File: config.mk
export PLATFORM = sky130hd
export DESIGN_NAME = hsv_to_rgb_converter
export DESIGN_NICKNAME = d
export VERILOG_FILES = /design/src/hw/rtl/hsv2rgb_pkg.sv /design/src/hw/rtl/hsv_to_rgb_converter.sv
export SDC_FILE = /design/constraint.sdc
export NUM_CORES = 2
export LEC_CHECK = 0
export BUFFER_PORTS_ARGS = -buffer_cell sky130_fd_sc_hd__buf_2
export CORE_MARGIN = 4
export CORE_UTILIZATION = 36
export DETAILED_ROUTE_END_ITERATION = 8
export GPL_ROUTABILITY_DRIVEN = 0
export PLACE_DENSITY_LB_ADDON = 0.3
export SYNTH_ARGS = -nofsm -noshare
export SYNTH_HDL_FRONTEND = slang
export SYNTH_SLANG_ARGS = --single-unit
File: constraint.sdc
create_clock -name clk -period 7.01 [get_ports clk]
set_input_delay 1.0515 -clock clk [delete_from_list [all_inputs] [get_ports clk]]
set_output_delay 1.0515 -clock clk [all_outputs]
set_load 0.1 [all_outputs]
File: src/hw/rtl/hsv2rgb_pkg.sv
// Shared types and constants for the HSV to RGB color conversion pipeline.
package hsv2rgb_pkg;

	typedef struct packed {
		logic [8:0] hue_deg;
		logic [6:0] sat_pct;
		logic [6:0] val_pct;
	} hsv_t;

	typedef struct packed {
		logic [7:0] red;
		logic [7:0] green;
		logic [7:0] blue;
		logic       range_error;
	} rgb_t;

	// Legal input limits.
	localparam logic [8:0] HUE_LIMIT = 9'd359;
	localparam logic [6:0] PCT_LIMIT = 7'd100;

	// Hue sector codes (hue / 60).
	localparam logic [2:0] SEC_RED_YEL = 3'd0;
	localparam logic [2:0] SEC_YEL_GRN = 3'd1;
	localparam logic [2:0] SEC_GRN_CYN = 3'd2;
	localparam logic [2:0] SEC_CYN_BLU = 3'd3;
	localparam logic [2:0] SEC_BLU_MAG = 3'd4;
	localparam logic [2:0] SEC_MAG_RED = 3'd5;

	// Level lanes: full value, floor level p, falling ramp q, rising ramp t.
	localparam int LVL_N = 4;
	localparam int LVL_V = 0;
	localparam int LVL_P = 1;
	localparam int LVL_Q = 2;
	localparam int LVL_T = 3;

	// Every level is floor(v * m * 17 / 40000) with m at most 6000.
	localparam int M_W         = 13;
	localparam int N_W         = 20;
	localparam int Y_W         = 18;
	localparam int FULL_RAMP   = 6000;
	localparam int SECTOR_DEG  = 60;
	localparam int PRE_SHIFT   = 6;
	localparam int DIV_LOW     = 625;
	localparam int RECIP_W     = 15;
	localparam int RECIP_SHIFT = 24;
	localparam int RECIP       = (1 << RECIP_SHIFT) / DIV_LOW;

	// Cycles from an accepted transaction to its result strobe edge.
	localparam int PIPE_LAT = 6;

endpackage

File: src/hw/rtl/hsv_to_rgb_converter.sv
// HSV to RGB color conversion, six-stage pipeline.
//
// Converts one color per clock: hue in whole degrees (0..359), saturation
// and value in percent (0..100) become 8-bit red, green and blue, computed
// exactly with truncating integer arithmetic. A transaction is taken on every
// rising edge where start is high; busy never rises, so a new color can be
// issued in every cycle. The result appears on rgb with done high for exactly
// one cycle, and results leave in the order the colors arrived. The receiver
// cannot stall the block, so each result must be captured in its strobe
// cycle. Latency is set by the four-lane level datapath: sector split, ramp
// products, value product, scaling, reciprocal multiply and remainder
// correction each own a stage. If the hue exceeds 359, or the saturation or
// value exceeds 100, the result carries zero colors and range_error set.
module hsv_to_rgb_converter
	import hsv2rgb_pkg::*;
(
	input  logic clk,
	input  logic arst_n,
	input  logic start,
	output logic busy,
	input  hsv_t hsv,
	output logic done,
	output rgb_t rgb
);

	logic accept;
	assign accept = start && !busy;
	assign busy   = 1'b0;

	// Stage 1: range check and split of the hue into sector and offset.
	logic [2:0] sec_in;
	logic [8:0] base_in;
	logic [8:0] off_in;
	logic       err_in;

	always_comb begin
		if (hsv.hue_deg >= 9'd300) begin
			sec_in = SEC_MAG_RED;
		end else if (hsv.hue_deg >= 9'd240) begin
			sec_in = SEC_BLU_MAG;
		end else if (hsv.hue_deg >= 9'd180) begin
			sec_in = SEC_CYN_BLU;
		end else if (hsv.hue_deg >= 9'd120) begin
			sec_in = SEC_GRN_CYN;
		end else if (hsv.hue_deg >= 9'd60) begin
			sec_in = SEC_YEL_GRN;
		end else begin
			sec_in = SEC_RED_YEL;
		end
		base_in = 9'(sec_in) * 9'(SECTOR_DEG);
		off_in  = hsv.hue_deg - base_in;
		err_in  = (hsv.hue_deg > HUE_LIMIT) || (hsv.sat_pct > PCT_LIMIT) ||
			(hsv.val_pct > PCT_LIMIT);
	end

	logic       vld_s1;
	logic       err_s1;
	logic [2:0] sec_s1;
	logic [5:0] f_s1;
	logic [6:0] sat_s1;
	logic [6:0] val_s1;

	always_ff @(posedge clk or negedge arst_n) begin
		if (!arst_n) begin
			vld_s1 <= 1'b0;
		end else begin
			vld_s1 <= accept;
		end
	end

	always_ff @(posedge clk) begin
		err_s1 <= err_in;
		sec_s1 <= sec_in;
		f_s1   <= off_in[5:0];
		sat_s1 <= hsv.sat_pct;
		val_s1 <= hsv.val_pct;
	end

	// Stage 2: the multiplier m of each level lane (v * m * 17 / 40000).
	// The full level uses 6000 and p uses 6000 - 60 s, which keeps all four
	// lanes on one datapath.
	logic [M_W-1:0] m_in [LVL_N];

	always_comb begin
		m_in[LVL_V] = M_W'(FULL_RAMP);
		m_in[LVL_P] = M_W'(FULL_RAMP) - M_W'(sat_s1) * M_W'(SECTOR_DEG);
		m_in[LVL_Q] = M_W'(FULL_RAMP) - M_W'(sat_s1) * M_W'(f_s1);
		m_in[LVL_T] = M_W'(FULL_RAMP) -
			M_W'(sat_s1) * M_W'(6'(SECTOR_DEG) - f_s1);
	end

	logic           vld_s2;
	logic           err_s2;
	logic [2:0]     sec_s2;
	logic [6:0]     val_s2;
	logic [M_W-1:0] m_s2 [LVL_N];

	always_ff @(posedge clk or negedge arst_n) begin
		if (!arst_n) begin
			vld_s2 <= 1'b0;
		end else begin
			vld_s2 <= vld_s1;
		end
	end

	always_ff @(posedge clk) begin
		err_s2 <= err_s1;
		sec_s2 <= sec_s1;
		val_s2 <= val_s1;
		m_s2   <= m_in;
	end

	// Stage 3: value times lane multiplier.
	logic           vld_s3;
	logic           err_s3;
	logic [2:0]     sec_s3;
	logic [N_W-1:0] n_s3 [LVL_N];

	always_ff @(posedge clk or negedge arst_n) begin
		if (!arst_n) begin
			vld_s3 <= 1'b0;
		end else begin
			vld_s3 <= vld_s2;
		end
	end

	always_ff @(posedge clk) begin
		err_s3 <= err_s2;
		sec_s3 <= sec_s2;
		for (int i = 0; i < LVL_N; i++) begin
			n_s3[i] <= N_W'(val_s2) * N_W'(m_s2[i]);
		end
	end

	// Stage 4: scale by 17 and drop the power-of-two part of 40000.
	logic [N_W+4:0] x17 [LVL_N];

	always_comb begin
		for (int i = 0; i < LVL_N; i++) begin
			x17[i] = ((N_W+5)'(n_s3[i]) << 4) + (N_W+5)'(n_s3[i]);
		end
	end

	logic           vld_s4;
	logic           err_s4;
	logic [2:0]     sec_s4;
	logic [Y_W-1:0] y_s4 [LVL_N];

	always_ff @(posedge clk or negedge arst_n) begin
		if (!arst_n) begin
			vld_s4 <= 1'b0;
		end else begin
			vld_s4 <= vld_s3;
		end
	end

	always_ff @(posedge clk) begin
		err_s4 <= err_s3;
		sec_s4 <= sec_s3;
		for (int i = 0; i < LVL_N; i++) begin
			y_s4[i] <= x17[i][PRE_SHIFT +: Y_W];
		end
	end

	// Stage 5: quotient estimate by the truncated reciprocal of 625. The
	// estimate is the true quotient or one below it.
	logic [Y_W+RECIP_W-1:0] rp [LVL_N];

	always_comb begin
		for (int i = 0; i < LVL_N; i++) begin
			rp[i] = (Y_W+RECIP_W)'(y_s4[i]) * (Y_W+RECIP_W)'(RECIP);
		end
	end

	logic           vld_s5;
	logic           err_s5;
	logic [2:0]     sec_s5;
	logic [7:0]     q0_s5 [LVL_N];
	logic [Y_W-1:0] y_s5  [LVL_N];

	always_ff @(posedge clk or negedge arst_n) begin
		if (!arst_n) begin
			vld_s5 <= 1'b0;
		end else begin
			vld_s5 <= vld_s4;
		end
	end

	always_ff @(posedge clk) begin
		err_s5 <= err_s4;
		sec_s5 <= sec_s4;
		y_s5   <= y_s4;
		for (int i = 0; i < LVL_N; i++) begin
			q0_s5[i] <= rp[i][RECIP_SHIFT +: 8];
		end
	end

	// Stage 6: remainder correction, channel mapping and the result register.
	logic [Y_W-1:0] rem [LVL_N];
	logic [7:0]     lvl [LVL_N];
	rgb_t           rgb_in;

	always_comb begin
		for (int i = 0; i < LVL_N; i++) begin
			rem[i] = y_s5[i] - Y_W'(q0_s5[i]) * Y_W'(DIV_LOW);
			lvl[i] = q0_s5[i] + 8'(rem[i] >= Y_W'(DIV_LOW));
		end
		rgb_in.range_error = err_s5;
		case (sec_s5)
			SEC_RED_YEL: begin
				rgb_in.red = lvl[LVL_V]; rgb_in.green = lvl[LVL_T]; rgb_in.blue = lvl[LVL_P];
			end
			SEC_YEL_GRN: begin
				rgb_in.red = lvl[LVL_Q]; rgb_in.green = lvl[LVL_V]; rgb_in.blue = lvl[LVL_P];
			end
			SEC_GRN_CYN: begin
				rgb_in.red = lvl[LVL_P]; rgb_in.green = lvl[LVL_V]; rgb_in.blue = lvl[LVL_T];
			end
			SEC_CYN_BLU: begin
				rgb_in.red = lvl[LVL_P]; rgb_in.green = lvl[LVL_Q]; rgb_in.blue = lvl[LVL_V];
			end
			SEC_BLU_MAG: begin
				rgb_in.red = lvl[LVL_T]; rgb_in.green = lvl[LVL_P]; rgb_in.blue = lvl[LVL_V];
			end
			default: begin
				rgb_in.red = lvl[LVL_V]; rgb_in.green = lvl[LVL_P]; rgb_in.blue = lvl[LVL_Q];
			end
		endcase
		if (err_s5) begin
			rgb_in.red   = 8'd0;
			rgb_in.green = 8'd0;
			rgb_in.blue  = 8'd0;
		end
	end

	logic vld_s6;
	rgb_t rgb_s6;

	always_ff @(posedge clk or negedge arst_n) begin
		if (!arst_n) begin
			vld_s6 <= 1'b0;
		end else begin
			vld_s6 <= vld_s5;
		end
	end

	always_ff @(posedge clk) begin
		rgb_s6 <= rgb_in;
	end

	assign done = vld_s6;
	assign rgb  = rgb_s6;

endmodule

Yosys cells after proc, flatten, opt, wreduce, memory -nomap -nowiden
Memory sizes are Yosys's and may differ from the RTL's.
Index checks and enable logic that the tools add are counted.
{ "op_classes": {"mul": 16, "n_eq_ne": 4, "n_reduce_logical": 3, "add_sub_neg": 17, "muxes": 6, "order_cmp": 12} }
{ "op_table": {"columns": ["cell", "n"], "rows": [
  ["multiplier 18 x 15 -> 32 bit (second input constant)", 4],
  ["case mux 24 bit (5 select lines)", 1],
  ["adder 24 x 20 -> 24 bit", 4],
  ["greater-or-equal comparator 18 x 10 -> 1 bit (second input constant)", 4],
  ["multiplier 8 x 10 -> 18 bit (second input constant)", 4],
  ["subtractor 18 bit", 4],
  ["multiplier 7 x 13 -> 20 bit", 3],
  ["subtractor 13 bit (first input constant)", 3],
  ["adder 8 x 1 -> 8 bit", 4],
  ["greater-or-equal comparator 9 x 8 -> 1 bit (second input constant)", 2],
  ["multiplier 7 x 9 -> 16 bit (second input constant)", 1],
  ["greater-than comparator 7 bit (second input constant)", 2],
  ["multiplier 7 x 6 -> 13 bit", 1],
  ["multiplier 8 x 7 -> 13 bit", 1],
  ["2-to-1 mux 3 bit", 4],
  ["multiplier 7 x 4 -> 11 bit (second input constant)", 1],
  ["greater-or-equal comparator 9 x 6 -> 1 bit (second input constant)", 1],
  ["greater-or-equal comparator 9 x 7 -> 1 bit (second input constant)", 1],
  ["greater-or-equal comparator 9 bit (second input constant)", 1],
  ["greater-than comparator 9 bit (second input constant)", 1],
  ["subtractor 6 x 6 -> 7 bit (first input constant)", 1],
  ["equality test 3 x 2 -> 1 bit (second input constant)", 2],
  ["subtractor 6 bit", 1],
  ["multiplier 3 x 4 -> 4 bit (second input constant)", 1],
  ["5 further kinds", 6]
]} }
{ "word_totals": {"wordCells": 95, "reg_bits": 261, "inputBits": 26, "output_inout_bits": 27, "memories": 2, "ramBits": 112} }
{ "mem_list": {"columns": ["name", "words", "word_bits", "read_ports", "rd_ports_with_merged_regs", "wr", "line_no", "text"], "rows": [
  ["n_s3", 4, 20, 4, 0, 4, "hsv_to_rgb_converter.sv:117", "logic [N_W-1:0] n_s3 [LVL_N];"],
  ["q0_s5", 4, 8, 4, 0, 4, "hsv_to_rgb_converter.sv:178", "logic [7:0] q0_s5 [LVL_N];"]
]} }

Longest topological paths before layout
{ "depth": {"word_depth": 8, "depth_mapped": 28, "mapped_depth_nobuf": 28} }

Worst setup path before layout
OpenSTA, ideal clock, no wires.
{ "synth_path": {"path_kind": "reg-to-reg", "startpoint": "memory q0_s5[3][5]", "endpoint": "register rgb_s6, in the netlist rgb[15]", "path_slack_ns": 1.368, "n_path_buf": 0, "path_stages_with_launch": 26, "t_arrival_ns": 5.557, "setup_time_ns": 0.086, "cell_sequence": "dfxtp_1 -> inv_1 -> fa_1 -> inv_1 -> fa_1 -> inv_1 -> fa_1 -> inv_1 -> fa_1 -> inv_1 -> ha_1 -> o21a_1 -> o31ai_1 -> o211ai_1 -> nor3_1 -> o311ai_0 -> or4_1 -> a211o_1 -> ha_1 -> ha_1 -> nand4_1 -> xnor2_1 -> and2_1 -> a211oi_1 -> a211oi_1 -> a211oi_1"} }
{ "synth_lines": {"columns": ["element", "line_no", "text"], "rows": [
  ["start: declaration", "hsv_to_rgb_converter.sv:178", null],
  ["end signal: assignment", "hsv_to_rgb_converter.sv:248", "rgb_s6 <= rgb_in;"],
  ["end: declaration", "hsv_to_rgb_converter.sv:237", "rgb_t rgb_s6;"]
]} }

==> impl_metrics.csv <==
group,metric,value,unit
timing,fin_skew,0.0180,ns
grt,grt-ovfl-total,0,
floorplanning,die_area,144000,um^2
grt,grt_max_degree,49,
route,finalWirelength,105,mm
yosys,netlist_instances,5198,
outcome,status,"completed",
yosys,synth_seq_area_share,14.7,%
route,drc_errors,0,
layout,seqCellArea,7300,um^2
layout,antenna_cells,0,
yosys,synth_ff_type,"dfxtp_1",
placement,port-buffer-count,51,
critical_path,required,7.52,ns
route,wl_per_cell,14.8,um
placement,dp_hpwl,90.5,mm
timing,slew_viol_final,0,
layout,nNetsFinal,6974,
cts,clockBufferDepth,3,
floorplanning,start_util,36.5,%
floorplanning,fp.dieH,379,um
yosys,async_reset_ff_share,1.65,%
timing,finalCriticalPeriod,6.24,ns
critical_path,worst-r2r-cell-count,25,
critical_path,critPathLaunchType,"register",
critical_path,cp_max_fo,6,
critical_path,crit_arrival,6.75,ns
yosys,synth_cell_types,84,
timing,rsz0062_at_grt,"false",
cts,clkSinkCount,363,
route,routed_via_density,4.67,
route,drtPass1Iterations,5,
grt,grtUsageTotal,15.1,%
floorplanning,rows,135,
grt,grt_pass1_wl,179,mm
cts,path_clk_slew,0.06,ns
layout,areaGrowthSynthToFinish,8.01,%
cts,cts_resized,0,
floorplanning,die_w,379,um
route,dr.first_iter.drc_count,1413,
critical_path,path_class,"register to register",
min_path,worstHoldPathType,"input pin to asynchronous set/reset pin",
layout,layout-drive-gt1-share,3.35,%
timing,hold_viol,0,
cts,cts_tree,"built",
yosys,synth_seq_cells,363,
route,postRouteAntennaNets,0,
layout,multi_input_area,37300,um^2
yosys,synth_top_area_cell,"fa_1",
job,drv_cap,0,
cts,clkLatencyLatePin,0.61,ns
floorplanning,ios,53,
critical_path,end_kind,"register",
yosys,yosys_warnings,0,
timing,relSlewSlack,34.2,%
floorplanning,core_area,136000,um^2
grt,grt_pass1_vias,34900,
timing,fin_crit_sh,89.0,%
layout,fillers,13600,
yosys,synth_edf_count,0,
cts,cts_max_level,2,
cts,post_cts_buffers,0,
timing,finalSetupViolCount,0,
yosys,yosys.area.top_type_share,28.5,%
grt,grt_antenna_before_repair,0,
cts,ctsRootBufferMaster,"clkbuf_16",
cts,numCtsBuffers,47,
timing,worst_pin_slew,0.986,ns
cts,cts_hold_buf,0,
yosys,synth_area_per_cell,9.55,um^2
yosys,yosys-top-cells-area,"fa_1 29%, ha_1 25%, dfxtp_1 14%",
timing,fin_tns_setup,0,ns
yosys,netlist_area,49600,um^2
yosys,syn_nets,6916,
timing,fmax,0.160,GHz
route,num_vias,33000,
==> stage by stage <==
step	hold slack (ns)	setup slack (ns)	cell area [um^2]	utilization [%]	instances
final	0.264	0.770	53600	39.4	7072
after global routing	0.238	0.314	53600	39.4	7072
after CTS	0.215	0.765	53600	39.4	7072
after detailed placement	0.312	0.780	52000	38.2	6988
after global placement	0.311	0.834	52000	38.2	6988
after floorplan	0.310	1.37	49600	-	5198
==> layout by cell type, fill, tap and decap left out, drive strengths merged, types with 28 or more instances in the layout <==
cell type and instances:
nand3 46, inv 1286, buf 69, a21oi 178, clkbuf 59, and2 162
o21a 41, o21bai 28, a211oi 36, nor3 79, ha 985, nand2 273
nor2 197, xor2 64, o21ai 117, dfxtp 357, fa 707, xnor2 185
a21o 58
==> logic make-up (layout without fill, tap and decap cells) <==
| group | after synthesis | after routing | synth area share (%) |
|---|---|---|---|
| multiplexers | 11 | 11 | 0.222 |
| adder cells (fa/ha/maj) | 1693 | 1693 | 53.4 |
| AND/OR/NAND/NOR | 906 | 906 | 8.82 |
| flip-flops | 363 | 363 | 14.7 |
| buffers and inverters | 1346 | 1439 | 10.2 |
| other | 1 | 1 | 0.00756 |
| XOR/XNOR | 249 | 249 | 4.39 |
| AO/OA/AOI/OAI | 629 | 629 | 8.30 |
==> metal layers <==
metal	wire, um	vias to the layer above	GRT usage (%)
met2	45500	451	23.7
met5	0	-	0
met4	1660	0	3.01
li1	-	16600	-
met3	4380	95	2.11
met1	53000	15800	22.3
==> registers in the layout (all words and copies together), names as in the netlist, 25 cells and up <==
register,cells
y_s5,72
m_s2,36
rgb,25
q0_s5,32
y_s4,72
n_s3,73
==> path summary, 6_finish.rpt <==
| check | start | endpoint | slack, ns |
|---|---|---|---|
| setup / recovery | q0_s5[3][5]$_DFF_P_ | rgb[15]$_SDFF_PP0_ | 0.77 |
| hold / removal | arst_n | vld_s1$_DFF_PN0_ | 0.26 |
| setup reg to reg | q0_s5[3][5]$_DFF_P_ | rgb[15]$_SDFF_PP0_ | 0.77 |
| hold reg to reg | sec_s1[2]$_DFF_P_ | sec_s2[2]$_DFF_P_ | 0.33 |
| max in group asynchronous | arst_n | vld_s5$_DFF_PN0_ | 6.61 |
| min in group clk | sec_s1[2]$_DFF_P_ | sec_s2[2]$_DFF_P_ | 0.33 |
==> Yosys cell counts, types with 6 or more instances <==
master / instances
a21o_1: 58
a31o_2: 6
dfxtp_1: 357
a21boi_1: 6
or2_2: 8
o21ai_0: 93
xor2_1: 64
o21ai_1: 21
o22ai_1: 20
mux2i_1: 11
nand4_1: 25
nor3_1: 79
clkbuf_1: 53
nand2b_1: 22
or3_1: 18
nor2_1: 197
o311ai_0: 6
buf_1: 6
nor3b_1: 7
xnor2_1: 185
a21oi_1: 177
inv_1: 1285
nand2_1: 273
nand3b_1: 7
dfrtp_1: 6
a211o_1: 7
a31oi_1: 22
or4_1: 7
ha_1: 985
a22oi_1: 10
o2111ai_1: 11
o21bai_1: 28
and3_1: 22
a21boi_0: 7
o211ai_1: 14
a211oi_1: 35
fa_1: 707
o31ai_1: 9
o21a_1: 41
a2111oi_0: 6
and2_1: 162
nor2b_1: 21
nand3_1: 46
==> critical path: stages, from the launching register on <==
cell,delay [ns]
dfxtp_1,0.49
inv_1,0.22
fa_1,0.57
inv_1,0.05
fa_1,0.47
inv_1,0.05
fa_1,0.47
inv_1,0.05
fa_1,0.47
inv_1,0.04
ha_1,0.32
o21a_1,0.13
o31ai_1,0.21
o211ai_1,0.13
nor3_1,0.14
o311ai_0,0.16
or4_1,0.52
a211o_1,0.34
ha_1,0.21
ha_1,0.22
nand4_1,0.12
xnor2_1,0.10
and2_1,0.17
a211oi_1,0.22
a211oi_1,0.08
a211oi_1,0.22
==> cell type report <==
cell class / count / share of cell area (%)
clock buffer: 59 / 2.43
clock inverter: 25 / 0.523
inverter: 1286 / 9.00
multi-input combinational: 3489 / 69.5
sequential: 363 / 13.6
tap: 1781 / 4.16
timing repair buffer: 69 / 0.728
Power is not shown: default switching activity piles up to over one toggle a cycle in this logic, so the estimate is an artifact.
